==> src/hdl/sha_pkg.sv <==
`timescale 1ns / 1ps

package sha_pkg;

   typedef logic [31:0] word_type;

   localparam int unsigned BLK_WORDS = 16;
   localparam int unsigned CHAIN_WORDS = 8;
   localparam logic [7:0] PAD_MARK = 8'h80;

   // Command to the message block buffer
   typedef struct packed {
      logic       push;      // pack one message byte
      logic [7:0] byte_val;
      logic       wr;        // write one padding word
      logic       mark;      // padding word closes the partial word with the marker
      logic [3:0] addr;
      logic [1:0] lane;      // bytes already packed in the partial word
      word_type   data;
   } blk_cmd_type;

   // Control from the sequencer to the compression core
   typedef struct packed {
      logic       start;     // compress the buffered block
      logic       clear;     // return chaining words to the initial hash
      logic       rd;        // read one chaining word for the digest
      logic [2:0] addr;
   } core_ctl_type;

   // Status from the compression core
   typedef struct packed {
      logic     done;
      word_type rdata;
   } core_sts_type;

   function automatic word_type rotr(word_type x, int unsigned n);
      return (x >> n) | (x << (32 - n));
   endfunction

   function automatic word_type big_sigma0(word_type x);
      return rotr(x, 2) ^ rotr(x, 13) ^ rotr(x, 22);
   endfunction

   function automatic word_type big_sigma1(word_type x);
      return rotr(x, 6) ^ rotr(x, 11) ^ rotr(x, 25);
   endfunction

   function automatic word_type small_sigma0(word_type x);
      return rotr(x, 7) ^ rotr(x, 18) ^ (x >> 3);
   endfunction

   function automatic word_type small_sigma1(word_type x);
      return rotr(x, 17) ^ rotr(x, 19) ^ (x >> 10);
   endfunction

   function automatic word_type choose(word_type e, word_type f, word_type g);
      return (e & f) ^ (~e & g);
   endfunction

   function automatic word_type major(word_type a, word_type b, word_type c);
      return (a & b) ^ (a & c) ^ (b & c);
   endfunction

   function automatic word_type sha_iv(logic [2:0] idx);
      word_type r;
      case (idx)
         3'd0: r = 32'h6a09e667;
         3'd1: r = 32'hbb67ae85;
         3'd2: r = 32'h3c6ef372;
         3'd3: r = 32'ha54ff53a;
         3'd4: r = 32'h510e527f;
         3'd5: r = 32'h9b05688c;
         3'd6: r = 32'h1f83d9ab;
         default: r = 32'h5be0cd19;
      endcase
      return r;
   endfunction

   function automatic word_type sha_k(logic [5:0] idx);
      word_type r;
      case (idx)
         6'd0:  r = 32'h428a2f98;
         6'd1:  r = 32'h71374491;
         6'd2:  r = 32'hb5c0fbcf;
         6'd3:  r = 32'he9b5dba5;
         6'd4:  r = 32'h3956c25b;
         6'd5:  r = 32'h59f111f1;
         6'd6:  r = 32'h923f82a4;
         6'd7:  r = 32'hab1c5ed5;
         6'd8:  r = 32'hd807aa98;
         6'd9:  r = 32'h12835b01;
         6'd10: r = 32'h243185be;
         6'd11: r = 32'h550c7dc3;
         6'd12: r = 32'h72be5d74;
         6'd13: r = 32'h80deb1fe;
         6'd14: r = 32'h9bdc06a7;
         6'd15: r = 32'hc19bf174;
         6'd16: r = 32'he49b69c1;
         6'd17: r = 32'hefbe4786;
         6'd18: r = 32'h0fc19dc6;
         6'd19: r = 32'h240ca1cc;
         6'd20: r = 32'h2de92c6f;
         6'd21: r = 32'h4a7484aa;
         6'd22: r = 32'h5cb0a9dc;
         6'd23: r = 32'h76f988da;
         6'd24: r = 32'h983e5152;
         6'd25: r = 32'ha831c66d;
         6'd26: r = 32'hb00327c8;
         6'd27: r = 32'hbf597fc7;
         6'd28: r = 32'hc6e00bf3;
         6'd29: r = 32'hd5a79147;
         6'd30: r = 32'h06ca6351;
         6'd31: r = 32'h14292967;
         6'd32: r = 32'h27b70a85;
         6'd33: r = 32'h2e1b2138;
         6'd34: r = 32'h4d2c6dfc;
         6'd35: r = 32'h53380d13;
         6'd36: r = 32'h650a7354;
         6'd37: r = 32'h766a0abb;
         6'd38: r = 32'h81c2c92e;
         6'd39: r = 32'h92722c85;
         6'd40: r = 32'ha2bfe8a1;
         6'd41: r = 32'ha81a664b;
         6'd42: r = 32'hc24b8b70;
         6'd43: r = 32'hc76c51a3;
         6'd44: r = 32'hd192e819;
         6'd45: r = 32'hd6990624;
         6'd46: r = 32'hf40e3585;
         6'd47: r = 32'h106aa070;
         6'd48: r = 32'h19a4c116;
         6'd49: r = 32'h1e376c08;
         6'd50: r = 32'h2748774c;
         6'd51: r = 32'h34b0bcb5;
         6'd52: r = 32'h391c0cb3;
         6'd53: r = 32'h4ed8aa4a;
         6'd54: r = 32'h5b9cca4f;
         6'd55: r = 32'h682e6ff3;
         6'd56: r = 32'h748f82ee;
         6'd57: r = 32'h78a5636f;
         6'd58: r = 32'h84c87814;
         6'd59: r = 32'h8cc70208;
         6'd60: r = 32'h90befffa;
         6'd61: r = 32'ha4506ceb;
         6'd62: r = 32'hbef9a3f7;
         default: r = 32'hc67178f2;
      endcase
      return r;
   endfunction

endpackage

==> src/hdl/sha256_byte_stream_hasher.sv <==
`timescale 1ns / 1ps
// Throughput: one byte per cycle while idle; the 64th byte of a block starts a compression
//   (load, 64 rounds, feed-forward), during which input stalls.
// After the last item: padding words are written, one or two compressions run, then each
//   digest word is read from the core and loaded into the output register.
// Reset: synchronous, active high; clears fill and bit count, chaining words read as IV.

module sha256_byte_stream_hasher (
   input  logic        clock,
   input  logic        reset,
   // request channel
   input  logic        req_tvalid,
   output logic        req_tready,
   input  logic [7:0]  req_tdata,    // [7:0] byte_value
   input  logic        req_tuser,    // [0] has_byte
   input  logic        req_tlast,    // last_byte
   // digest channel
   output logic        rsp_tvalid,
   input  logic        rsp_tready,
   output logic [31:0] rsp_tdata,    // [31:0] digest_word
   output logic [2:0]  rsp_tuser,    // [2:0] word_index
   output logic        rsp_tlast     // last_word
);
   import sha_pkg::*;

   // sequencer states
   localparam logic [2:0] ST_IDLE     = 3'd0;  // take requests, pack bytes
   localparam logic [2:0] ST_BLOCK    = 3'd1;  // compress a full data block
   localparam logic [2:0] ST_PAD      = 3'd2;  // write padding words
   localparam logic [2:0] ST_PAD_HASH = 3'd3;  // compress a padded block
   localparam logic [2:0] ST_OUT_RD   = 3'd4;  // read a digest word
   localparam logic [2:0] ST_OUT_WR   = 3'd5;  // load it into the output register

   logic [2:0]   st_ff, st_in;
   logic [5:0]   fill_ff, fill_in;          // bytes in the current block
   logic [63:0]  count_ff, count_in;        // message length in bits, wraps
   logic         last_pend_ff, last_pend_in;// end of message seen with a full block
   logic [3:0]   wp_ff, wp_in;              // padding word pointer
   logic         tail_ff, tail_in;          // this padded block carries the length
   logic         mark_done_ff, mark_done_in;
   logic [2:0]   oi_ff, oi_in;              // digest word index
   logic         rsp_valid_ff, rsp_valid_in;
   word_type     rsp_data_ff;
   logic [2:0]   rsp_idx_ff;
   logic         rsp_last_ff;

   logic         req_fire;
   logic         rsp_load;
   blk_cmd_type  blk_cmd;
   core_ctl_type core_ctl;
   core_sts_type core_sts;
   logic         bm_ren;
   logic [3:0]   bm_raddr;
   word_type     bm_rdata;

   sha_msgbuf u_msgbuf (
      .clock   (clock),
      .cmd     (blk_cmd),
      .rd_en   (bm_ren),
      .rd_addr (bm_raddr),
      .rd_data (bm_rdata)
   );

   sha_core u_core (
      .clock    (clock),
      .reset    (reset),
      .ctl      (core_ctl),
      .sts      (core_sts),
      .bm_ren   (bm_ren),
      .bm_raddr (bm_raddr),
      .bm_rdata (bm_rdata)
   );

   assign req_tready = (st_ff == ST_IDLE);
   assign req_fire   = req_tvalid && req_tready;

   always_comb begin
      st_in        = st_ff;
      fill_in      = fill_ff;
      count_in     = count_ff;
      last_pend_in = last_pend_ff;
      wp_in        = wp_ff;
      tail_in      = tail_ff;
      mark_done_in = mark_done_ff;
      oi_in        = oi_ff;
      rsp_load     = 1'b0;

      blk_cmd          = '0;
      blk_cmd.byte_val = req_tdata;
      blk_cmd.lane     = fill_ff[1:0];
      blk_cmd.addr     = (st_ff == ST_PAD) ? wp_ff : fill_ff[5:2];

      core_ctl      = '0;
      core_ctl.addr = oi_ff;

      case (st_ff)
         ST_IDLE: begin
            if (req_fire) begin
               if (req_tuser) begin
                  blk_cmd.push = 1'b1;
                  fill_in      = 6'(fill_ff + 6'd1);
                  count_in     = count_ff + 64'd8;
               end
               if (req_tuser && fill_ff == 6'd63) begin
                  // block full: compress first, pad afterwards if the message ends here
                  core_ctl.start = 1'b1;
                  last_pend_in   = req_tlast;
                  st_in          = ST_BLOCK;
               end else if (req_tlast) begin
                  // length fits behind the marker unless 56 or more bytes are in
                  wp_in        = fill_in[5:2];
                  tail_in      = (fill_in < 6'd56);
                  mark_done_in = 1'b0;
                  st_in        = ST_PAD;
               end
            end
         end
         ST_BLOCK: begin
            if (core_sts.done) begin
               if (last_pend_ff) begin
                  wp_in        = 4'd0;
                  tail_in      = 1'b1;
                  mark_done_in = 1'b0;
                  st_in        = ST_PAD;
               end else begin
                  st_in = ST_IDLE;
               end
            end
         end
         ST_PAD: begin
            // marker word first (once per message), then zeros, the length in the last two words of the tail block
            blk_cmd.wr   = 1'b1;
            blk_cmd.mark = !mark_done_ff;
            if (tail_ff && wp_ff == 4'd14) begin
               blk_cmd.data = count_ff[63:32];
            end else if (tail_ff && wp_ff == 4'd15) begin
               blk_cmd.data = count_ff[31:0];
            end
            mark_done_in = 1'b1;
            wp_in        = 4'(wp_ff + 4'd1);
            if (wp_ff == 4'd15) begin
               core_ctl.start = 1'b1;
               st_in          = ST_PAD_HASH;
            end
         end
         ST_PAD_HASH: begin
            if (core_sts.done) begin
               if (!tail_ff) begin
                  // spill block done; build the one holding the length
                  wp_in   = 4'd0;
                  tail_in = 1'b1;
                  st_in   = ST_PAD;
               end else begin
                  oi_in = 3'd0;
                  st_in = ST_OUT_RD;
               end
            end
         end
         ST_OUT_RD: begin
            // issue the read only when the output register is free by the next edge
            if (!rsp_valid_ff || rsp_tready) begin
               core_ctl.rd = 1'b1;
               st_in       = ST_OUT_WR;
            end
         end
         ST_OUT_WR: begin
            rsp_load = 1'b1;
            if (oi_ff == 3'd7) begin
               // digest fully read: restart the chain for the next message
               core_ctl.clear = 1'b1;
               fill_in        = 6'd0;
               count_in       = 64'd0;
               st_in          = ST_IDLE;
            end else begin
               oi_in = 3'(oi_ff + 3'd1);
               st_in = ST_OUT_RD;
            end
         end
         default: begin
            st_in = ST_IDLE;
         end
      endcase

      if (rsp_load) begin
         rsp_valid_in = 1'b1;
      end else if (rsp_tready) begin
         rsp_valid_in = 1'b0;
      end else begin
         rsp_valid_in = rsp_valid_ff;
      end
   end

   always_ff @(posedge clock) begin
      if (reset) begin
         st_ff        <= ST_IDLE;
         fill_ff      <= 6'd0;
         count_ff     <= 64'd0;
         last_pend_ff <= 1'b0;
         wp_ff        <= 4'd0;
         tail_ff      <= 1'b0;
         mark_done_ff <= 1'b0;
         oi_ff        <= 3'd0;
         rsp_valid_ff <= 1'b0;
      end else begin
         st_ff        <= st_in;
         fill_ff      <= fill_in;
         count_ff     <= count_in;
         last_pend_ff <= last_pend_in;
         wp_ff        <= wp_in;
         tail_ff      <= tail_in;
         mark_done_ff <= mark_done_in;
         oi_ff        <= oi_in;
         rsp_valid_ff <= rsp_valid_in;
      end
   end

   // output payload, held while the consumer stalls
   always_ff @(posedge clock) begin
      if (rsp_load) begin
         rsp_data_ff <= core_sts.rdata;
         rsp_idx_ff  <= oi_ff;
         rsp_last_ff <= (oi_ff == 3'd7);
      end
   end

   assign rsp_tvalid = rsp_valid_ff;
   assign rsp_tdata  = rsp_data_ff;
   assign rsp_tuser  = rsp_idx_ff;
   assign rsp_tlast  = rsp_last_ff;

endmodule

==> src/hdl/sha_msgbuf.sv <==
`timescale 1ns / 1ps

module sha_msgbuf (
   input  logic                 clock,
   input  sha_pkg::blk_cmd_type cmd,
   input  logic                 rd_en,
   input  logic [3:0]           rd_addr,
   output sha_pkg::word_type    rd_data
);
   import sha_pkg::*;

   word_type    blk_mem [BLK_WORDS];
   logic [23:0] acc_ff, acc_in;
   word_type    rd_data_ff;
   logic        we;
   word_type    wdata;

   always_comb begin
      acc_in = acc_ff;
      we     = 1'b0;
      wdata  = cmd.data;
      if (cmd.push) begin
         // pack big-endian; commit the word on its fourth byte
         acc_in = {acc_ff[15:0], cmd.byte_val};
         if (cmd.lane == 2'd3) begin
            we    = 1'b1;
            wdata = {acc_ff, cmd.byte_val};
         end
      end else if (cmd.wr) begin
         we = 1'b1;
         if (cmd.mark) begin
            case (cmd.lane)
               2'd0: wdata = {PAD_MARK, 24'h000000};
               2'd1: wdata = {acc_ff[7:0], PAD_MARK, 16'h0000};
               2'd2: wdata = {acc_ff[15:0], PAD_MARK, 8'h00};
               default: wdata = {acc_ff[23:0], PAD_MARK};
            endcase
         end
      end
   end

   always_ff @(posedge clock) begin
      acc_ff <= acc_in;
      if (we) begin
         blk_mem[cmd.addr] <= wdata;
      end
      if (rd_en) begin
         rd_data_ff <= blk_mem[rd_addr];
      end
   end

   assign rd_data = rd_data_ff;

endmodule

==> src/hdl/sha_core.sv <==
`timescale 1ns / 1ps

module sha_core (
   input  logic                  clock,
   input  logic                  reset,
   input  sha_pkg::core_ctl_type ctl,
   output sha_pkg::core_sts_type sts,
   output logic                  bm_ren,
   output logic [3:0]            bm_raddr,
   input  sha_pkg::word_type     bm_rdata
);
   import sha_pkg::*;

   localparam logic [1:0] P_IDLE  = 2'd0;
   localparam logic [1:0] P_LOAD  = 2'd1;
   localparam logic [1:0] P_ROUND = 2'd2;
   localparam logic [1:0] P_ADD   = 2'd3;

   word_type   chain_mem [CHAIN_WORDS];

   logic [1:0] phase_ff, phase_in;
   logic [5:0] cnt_ff, cnt_in;
   logic       fresh_ff, fresh_in;
   logic       rd_iv_ff;
   logic [2:0] rd_idx_ff;
   word_type   cm_q_ff;
   word_type   v_ff [8];
   word_type   v_in [8];
   word_type   wnd_ff [16];
   word_type   wk_ff;

   logic       cm_re;
   logic [2:0] cm_raddr;
   logic       cm_we;
   logic [2:0] cm_waddr;
   word_type   rd_val;
   logic       step_en;
   logic       from_msg;
   logic [5:0] step_j;
   word_type   w_new;
   word_type   t1;
   word_type   t2;

   // chaining word read: reads as the initial hash while fresh
   assign rd_val = rd_iv_ff ? sha_iv(rd_idx_ff) : cm_q_ff;

   always_comb begin
      cm_re    = 1'b0;
      cm_raddr = cnt_ff[2:0];
      if ((phase_ff == P_LOAD || phase_ff == P_ADD) && cnt_ff < 6'd8) begin
         cm_re = 1'b1;
      end else if (phase_ff == P_IDLE && ctl.rd) begin
         cm_re    = 1'b1;
         cm_raddr = ctl.addr;
      end
   end

   // feed-forward writes trail the reads by one entry
   assign cm_we    = (phase_ff == P_ADD) && (cnt_ff != 6'd0);
   assign cm_waddr = 3'(cnt_ff - 6'd1);

   // fetch message words two steps ahead of the round
   assign bm_ren   = (phase_ff == P_LOAD && cnt_ff >= 6'd8) ||
                     (phase_ff == P_ROUND && cnt_ff < 6'd14);
   assign bm_raddr = (phase_ff == P_LOAD) ? {3'b000, cnt_ff[0]} : 4'(cnt_ff + 6'd2);

   // schedule runs one step ahead of the round and pre-adds the constant
   assign step_en  = (phase_ff == P_LOAD && cnt_ff == 6'd9) ||
                     (phase_ff == P_ROUND && cnt_ff != 6'd63);
   assign step_j   = (phase_ff == P_LOAD) ? 6'd0 : 6'(cnt_ff + 6'd1);
   assign from_msg = (phase_ff == P_LOAD) || (cnt_ff < 6'd15);
   assign w_new    = from_msg ? bm_rdata :
                     small_sigma1(wnd_ff[14]) + wnd_ff[9] + small_sigma0(wnd_ff[1]) + wnd_ff[0];

   assign t1 = v_ff[7] + big_sigma1(v_ff[4]) + choose(v_ff[4], v_ff[5], v_ff[6]) + wk_ff;
   assign t2 = big_sigma0(v_ff[0]) + major(v_ff[0], v_ff[1], v_ff[2]);

   always_comb begin
      for (int k = 0; k < 8; k++) begin
         v_in[k] = v_ff[k];
      end
      if ((phase_ff == P_LOAD || phase_ff == P_ADD) && cnt_ff != 6'd0 && cnt_ff <= 6'd8) begin
         for (int k = 0; k < 7; k++) begin
            v_in[k] = v_ff[k + 1];
         end
         v_in[7] = (phase_ff == P_LOAD) ? rd_val : v_ff[0];
      end else if (phase_ff == P_ROUND) begin
         v_in[0] = t1 + t2;
         v_in[1] = v_ff[0];
         v_in[2] = v_ff[1];
         v_in[3] = v_ff[2];
         v_in[4] = v_ff[3] + t1;
         v_in[5] = v_ff[4];
         v_in[6] = v_ff[5];
         v_in[7] = v_ff[6];
      end
   end

   always_comb begin
      phase_in = phase_ff;
      cnt_in   = 6'(cnt_ff + 6'd1);
      fresh_in = fresh_ff;
      case (phase_ff)
         P_IDLE: begin
            cnt_in = 6'd0;
            if (ctl.start) begin
               phase_in = P_LOAD;
            end
         end
         P_LOAD: begin
            if (cnt_ff == 6'd9) begin
               phase_in = P_ROUND;
               cnt_in   = 6'd0;
            end
         end
         P_ROUND: begin
            if (cnt_ff == 6'd63) begin
               phase_in = P_ADD;
            end
         end
         default: begin
            if (cnt_ff == 6'd8) begin
               phase_in = P_IDLE;
               cnt_in   = 6'd0;
               fresh_in = 1'b0;
            end
         end
      endcase
      if (ctl.clear) begin
         fresh_in = 1'b1;
      end
   end

   always_ff @(posedge clock) begin
      if (reset) begin
         phase_ff <= P_IDLE;
         cnt_ff   <= 6'd0;
         fresh_ff <= 1'b1;
      end else begin
         phase_ff <= phase_in;
         cnt_ff   <= cnt_in;
         fresh_ff <= fresh_in;
      end
   end

   always_ff @(posedge clock) begin
      if (cm_re) begin
         cm_q_ff   <= chain_mem[cm_raddr];
         rd_iv_ff  <= fresh_ff;
         rd_idx_ff <= cm_raddr;
      end
      if (cm_we) begin
         chain_mem[cm_waddr] <= rd_val + v_ff[0];
      end
      for (int k = 0; k < 8; k++) begin
         v_ff[k] <= v_in[k];
      end
      if (step_en) begin
         for (int k = 0; k < 15; k++) begin
            wnd_ff[k] <= wnd_ff[k + 1];
         end
         wnd_ff[15] <= w_new;
         wk_ff      <= w_new + sha_k(step_j);
      end
   end

   assign sts.done  = (phase_ff == P_ADD) && (cnt_ff == 6'd8);
   assign sts.rdata = rd_val;

endmodule

==> config.mk <==
export PLATFORM = sky130hd
export DESIGN_NAME = sha256_byte_stream_hasher
export DESIGN_NICKNAME = d
export VERILOG_FILES = /design/src/hdl/sha_pkg.sv /design/src/hdl/sha256_byte_stream_hasher.sv /design/src/hdl/sha_msgbuf.sv /design/src/hdl/sha_core.sv
export SDC_FILE = /design/constraint.sdc
export NUM_CORES = 2
export LEC_CHECK = 0
export ABC_CLOCK_PERIOD_IN_PS = 19240
export CELL_PAD_IN_SITES_DETAIL_PLACEMENT = 0
export CELL_PAD_IN_SITES_GLOBAL_PLACEMENT = 2
export CORE_UTILIZATION = 45
export DETAILED_ROUTE_END_ITERATION = 6
export DONT_BUFFER_PORTS = 1
export PLACE_DENSITY_LB_ADDON = 0.1
export SYNTH_ARGS = -nofsm -noshare
export SYNTH_HDL_FRONTEND = slang
export SYNTH_SLANG_ARGS = --single-unit
==> constraint.sdc <==
create_clock -name clock -period 19.24 [get_ports clock]
set_input_delay 1.924 -clock clock [delete_from_list [all_inputs] [get_ports clock]]
set_output_delay 1.924 -clock clock [all_outputs]
set_load 0.1 [all_outputs]
==> flow_summary.toml <==
[status]
run_status = "completed"

[placement]
placedCellCount = 8952
numPortBuffers = 0
globalplace.congestion = 0.9283
place_hpwl_mm = 162.2

[clock_network]
cts.clk_slew.worst_paths_ns = 0.06
root_buffer = "sky130_fd_sc_hd__clkbuf_16"
cts_tree = "yes"
clk_path_buf_depth = 3
number_of_buffers_added_by_the_clock_tree_synthesis_step = 190
cts.htree.levels = 4
post_cts_resized = 0
clkSinkCount = 1786
post-cts-setup-buffers = 0
clock_insertion_delay_worst_skew_ns = 0.84
holdBufCountCts = 0

[job]
cap_viol_max_count = 0

[synthesis]
seq_area_frac_synth_pct = 61.73
synth_warnings = 0
post_synth_inst_count = 6711
syn_nets = 7115
synth.avg_cell_area_um2 = 12.73
yosys_most_used_dff = "sky130_fd_sc_hd__edfxtp_1"
synth_async_sr_flop_share_pct = 0
ys_seq_elements = 1786
syn-cell-area_um2 = 85420
synth.distinct_cells = 89
post_synth_edffs = 1696

[die]
io_pins = 52
initial_core_util_pct = 45.39
rows = 159
chipWidth_um = 437.7
die_y_um = 437.7
die_area_um2 = 191600
coreArea_um2 = 188200

[final_layout]
finalNetCount = 7053
fill_cell_count = 16465
multi_input_combinational_cell_area_um2 = 30540
layout-drive-gt1-share_pct = 8.397
register_area_um2 = 52730
final_cell_mix = "1696 x sky130_fd_sc_hd__edfxtp_1, 1101 x sky130_fd_sc_hd__nand2_1, 309 x sky130_fd_sc_hd__xnor2_1, 305 x sky130_fd_sc_hd__nor2_1, 302 x sky130_fd_sc_hd__inv_1"
final_cell_count_no_fill = 9302
layout.cells.most_common = "sky130_fd_sc_hd__edfxtp_1"
area_growth_pct = 10.58

[pwr]
vdd_drop_max_uv = 84.34
power_density_nw_per_um2 = 86.29
leakagePower_nw = 32.64

[sta]
final-max-slew-violation-count = 0
setup_total_negative_slack_ns = 0
rsz0062_at_grt = "no"
finalWorstPathRequiredPeriod_ns = 8.009
final-setup-viol-count = 0
final_worst_path_period_share_pct = 41.63
max_freq_ghz = 0.1249
timing.slew.headroom_pct = 8.883
clock-skew-final_ns = 0.05994
worst-slew-pin-transition_ns = 1.362
final-hold-violation-count = 0

[critical_path]
worst-setup-path-type = "reg2reg"
reg2reg_depth = 25
critPathLaunch = "u_core.v_ff[1][26]$_DFFE_PP_"
worst_ep_arrival_time_ns = 8.68
crit_path_max_fanout = 6
worst_setup_path_endpoint = "u_core.v_ff[0][30]$_DFFE_PP_"
slack_of_the_worst_reg_to_reg_path_ns = 11.23
cp_data_required_time_ns = 19.91
critical_path.reg2reg.startpoint = "u_core.v_ff[1][26]$_DFFE_PP_"
startpoint_type = "register"
timing.rr.end = "u_core.v_ff[0][30]$_DFFE_PP_"
cp-end-kind = "register"

[detailed_routing]
first_pass_iters = 6
drt-vias-per-instance = 5.686
route.detailed.drc = 0
via_count = 52894
antenna_left = 0
first_iter_violations = 5082
detail_route.wirelength_mm = 241.1
wl_per_cell_um = 25.92

[global_routing]
wire_length_of_the_first_global_routing_pass_mm = 352.1
grt_overflow = 0
pin_count_of_the_biggest_net_entering_global_routing = 181
grt_use_total_pct = 25.05
antenna_found_initial = 23
first_global_vias = 51023

[min_path]
holdCritPathClass = "reg2reg"
hold_path.startpoint = "u_core.wnd_ff[1][99]$_DFFE_PP_"
report_power, final:
| part | total [mW] | internal (mW) | switching, mW | leakage [nW] |
|---|---|---|---|---|
| combinational | 0.249 | 0.0769 | 0.172 | 14.1 |
| clock | 3.61 | 2.06 | 1.55 | 2.98 |
| sequential | 4.29 | 4.26 | 0.0236 | 15.6 |
flip-flops by register name, summed over array words and instances (netlist names), 4 cells and up:
signal            flops
u_core.cnt_ff         6
wp_ff                 4
u_msgbuf.blk_mem    512
fill_ff               6
u_core.chain_mem    256
u_core.wk_ff         32
u_msgbuf.rd_data     32
count_ff             61
u_core.wnd_ff       512
u_core.v_ff         256
u_core.cm_q_ff       32
u_msgbuf.acc_ff      24
rsp_tdata            32
routing by layer:
metal	GRT usage [%]	part of all wire, %	vias up
li1	-	-	24371
met1	38.53	47	26593
met2	37.16	44	1646
met3	4.005	6.6	278
met4	5.555	2.1	6
met5	0	0.012	-
cells by family after synthesis:
kind of cell	after synthesis	share of synthesized area, %
and+or+nand+nor	2009	10.12
DFF	1786	61.73
AOI/OAI and AO/OA	1165	8.634
buffers and inverters	659	2.924
xor gates and xnor gates	467	4.805
adders and majority gates	412	7.368
muxes	213	4.415
area by class of cell:
| type | instances | share of cell area (%) |
|---|---|---|
| Sequential cell | 1786 | 55.83 |
| Multi-Input combinational cell | 4266 | 32.33 |
| Clock buffer | 234 | 5.251 |
| Tap cell | 2495 | 3.305 |
| Inverter | 309 | 1.231 |
| Clock inverter | 109 | 1.207 |
| Timing Repair Buffer | 96 | 0.8240 |
| Antenna cell | 7 | 0.01855 |
per-stage QoR:
step                      utilization (%)  hold slack, ns  worst slack (ns)  instance area (um^2)  total power, mW
after CTS                           50.18          0.3822             11.19                 94430            8.237
final                               50.19          0.3811             11.23                 94450            8.150
after floorplan                         -          0.4003             5.268                 85420            4.516
after global placement              46.94          0.4008             11.18                 88330            4.616
after global routing                50.18          0.3974             10.65                 94430            8.394
after detailed placement            46.94          0.4045             11.24                 88330            4.619
worst max-delay path, stage by stage (launching register included):
cell and delay, ns:
sky130_fd_sc_hd__edfxtp_1 0.54, sky130_fd_sc_hd__xor2_1 0.25, sky130_fd_sc_hd__xnor2_1 0.31, sky130_fd_sc_hd__fa_1 0.48, sky130_fd_sc_hd__fa_1 0.49, sky130_fd_sc_hd__inv_1 0.04, sky130_fd_sc_hd__ha_1 0.21, sky130_fd_sc_hd__fa_1 0.48
sky130_fd_sc_hd__a211oi_1 0.40, sky130_fd_sc_hd__nor4_1 0.11, sky130_fd_sc_hd__nor2_1 0.33, sky130_fd_sc_hd__nand2_1 0.12, sky130_fd_sc_hd__a41oi_1 0.34, sky130_fd_sc_hd__o21ai_1 0.15, sky130_fd_sc_hd__a21o_1 0.19, sky130_fd_sc_hd__a21oi_1 0.16
sky130_fd_sc_hd__xnor2_1 0.23, sky130_fd_sc_hd__fa_1 0.47, sky130_fd_sc_hd__ha_1 0.38, sky130_fd_sc_hd__nand4_1 0.15, sky130_fd_sc_hd__or4_1 0.52, sky130_fd_sc_hd__o22a_1 0.27, sky130_fd_sc_hd__a41oi_1 0.46, sky130_fd_sc_hd__a211oi_1 0.16
sky130_fd_sc_hd__or4b_1 0.48, sky130_fd_sc_hd__nand4_1 0.09
synthesized netlist by cell type (all sizes together) (9+ instances only):
cell type / instances / area share (%)
edfxtp: 1696 / 60
nand2: 1106 / 4.9
nor2: 330 / 1.5
o21ai: 323 / 1.9
xnor2: 309 / 3.2
inv: 308 / 1.4
clkbuf: 287 / 1.3
a21oi: 276 / 1.6
nand3: 252 / 1.5
ha: 231 / 3.4
fa: 159 / 3.7
xor2: 157 / 1.6
mux4: 130 / 3.4
dfxtp: 90 / 2.1
a31oi: 89 / 0.65
a211oi: 81 / 0.72
a21o: 81 / 0.71
nor3: 77 / 0.46
mux2i: 73 / 0.86
buf: 63 / 0.30
a22oi: 49 / 0.43
and2: 46 / 0.34
nand4: 34 / 0.25
and3: 31 / 0.23
o21a: 30 / 0.26
o221ai: 29 / 0.30
nand2b: 26 / 0.19
o211ai: 25 / 0.22
or3: 25 / 0.18
o21bai: 24 / 0.21
nor2b: 23 / 0.17
maj3: 22 / 0.26
o31ai: 19 / 0.17
nor4: 14 / 0.10
a221oi: 13 / 0.13
o311ai: 12 / 0.12
o22ai: 11 / 0.081
a311oi: 10 / 0.10
mux2: 10 / 0.13
a211o: 9 / 0.092
how the worst min path moves through the flow:
stage,to,cells after the start
after floorplan,u_core.wnd_ff[0][100]$_DFFE_PP_,0
after global placement,u_core.wnd_ff[0][217]$_DFFE_PP_,0
after detailed placement,u_core.wnd_ff[0][127]$_DFFE_PP_,0
after CTS,u_core.wnd_ff[1][67]$_DFFE_PP_,0
after global routing,u_core.wnd_ff[1][67]$_DFFE_PP_,0
final,u_core.wnd_ff[1][67]$_DFFE_PP_,0
Power figures use the tool's default switching activity.
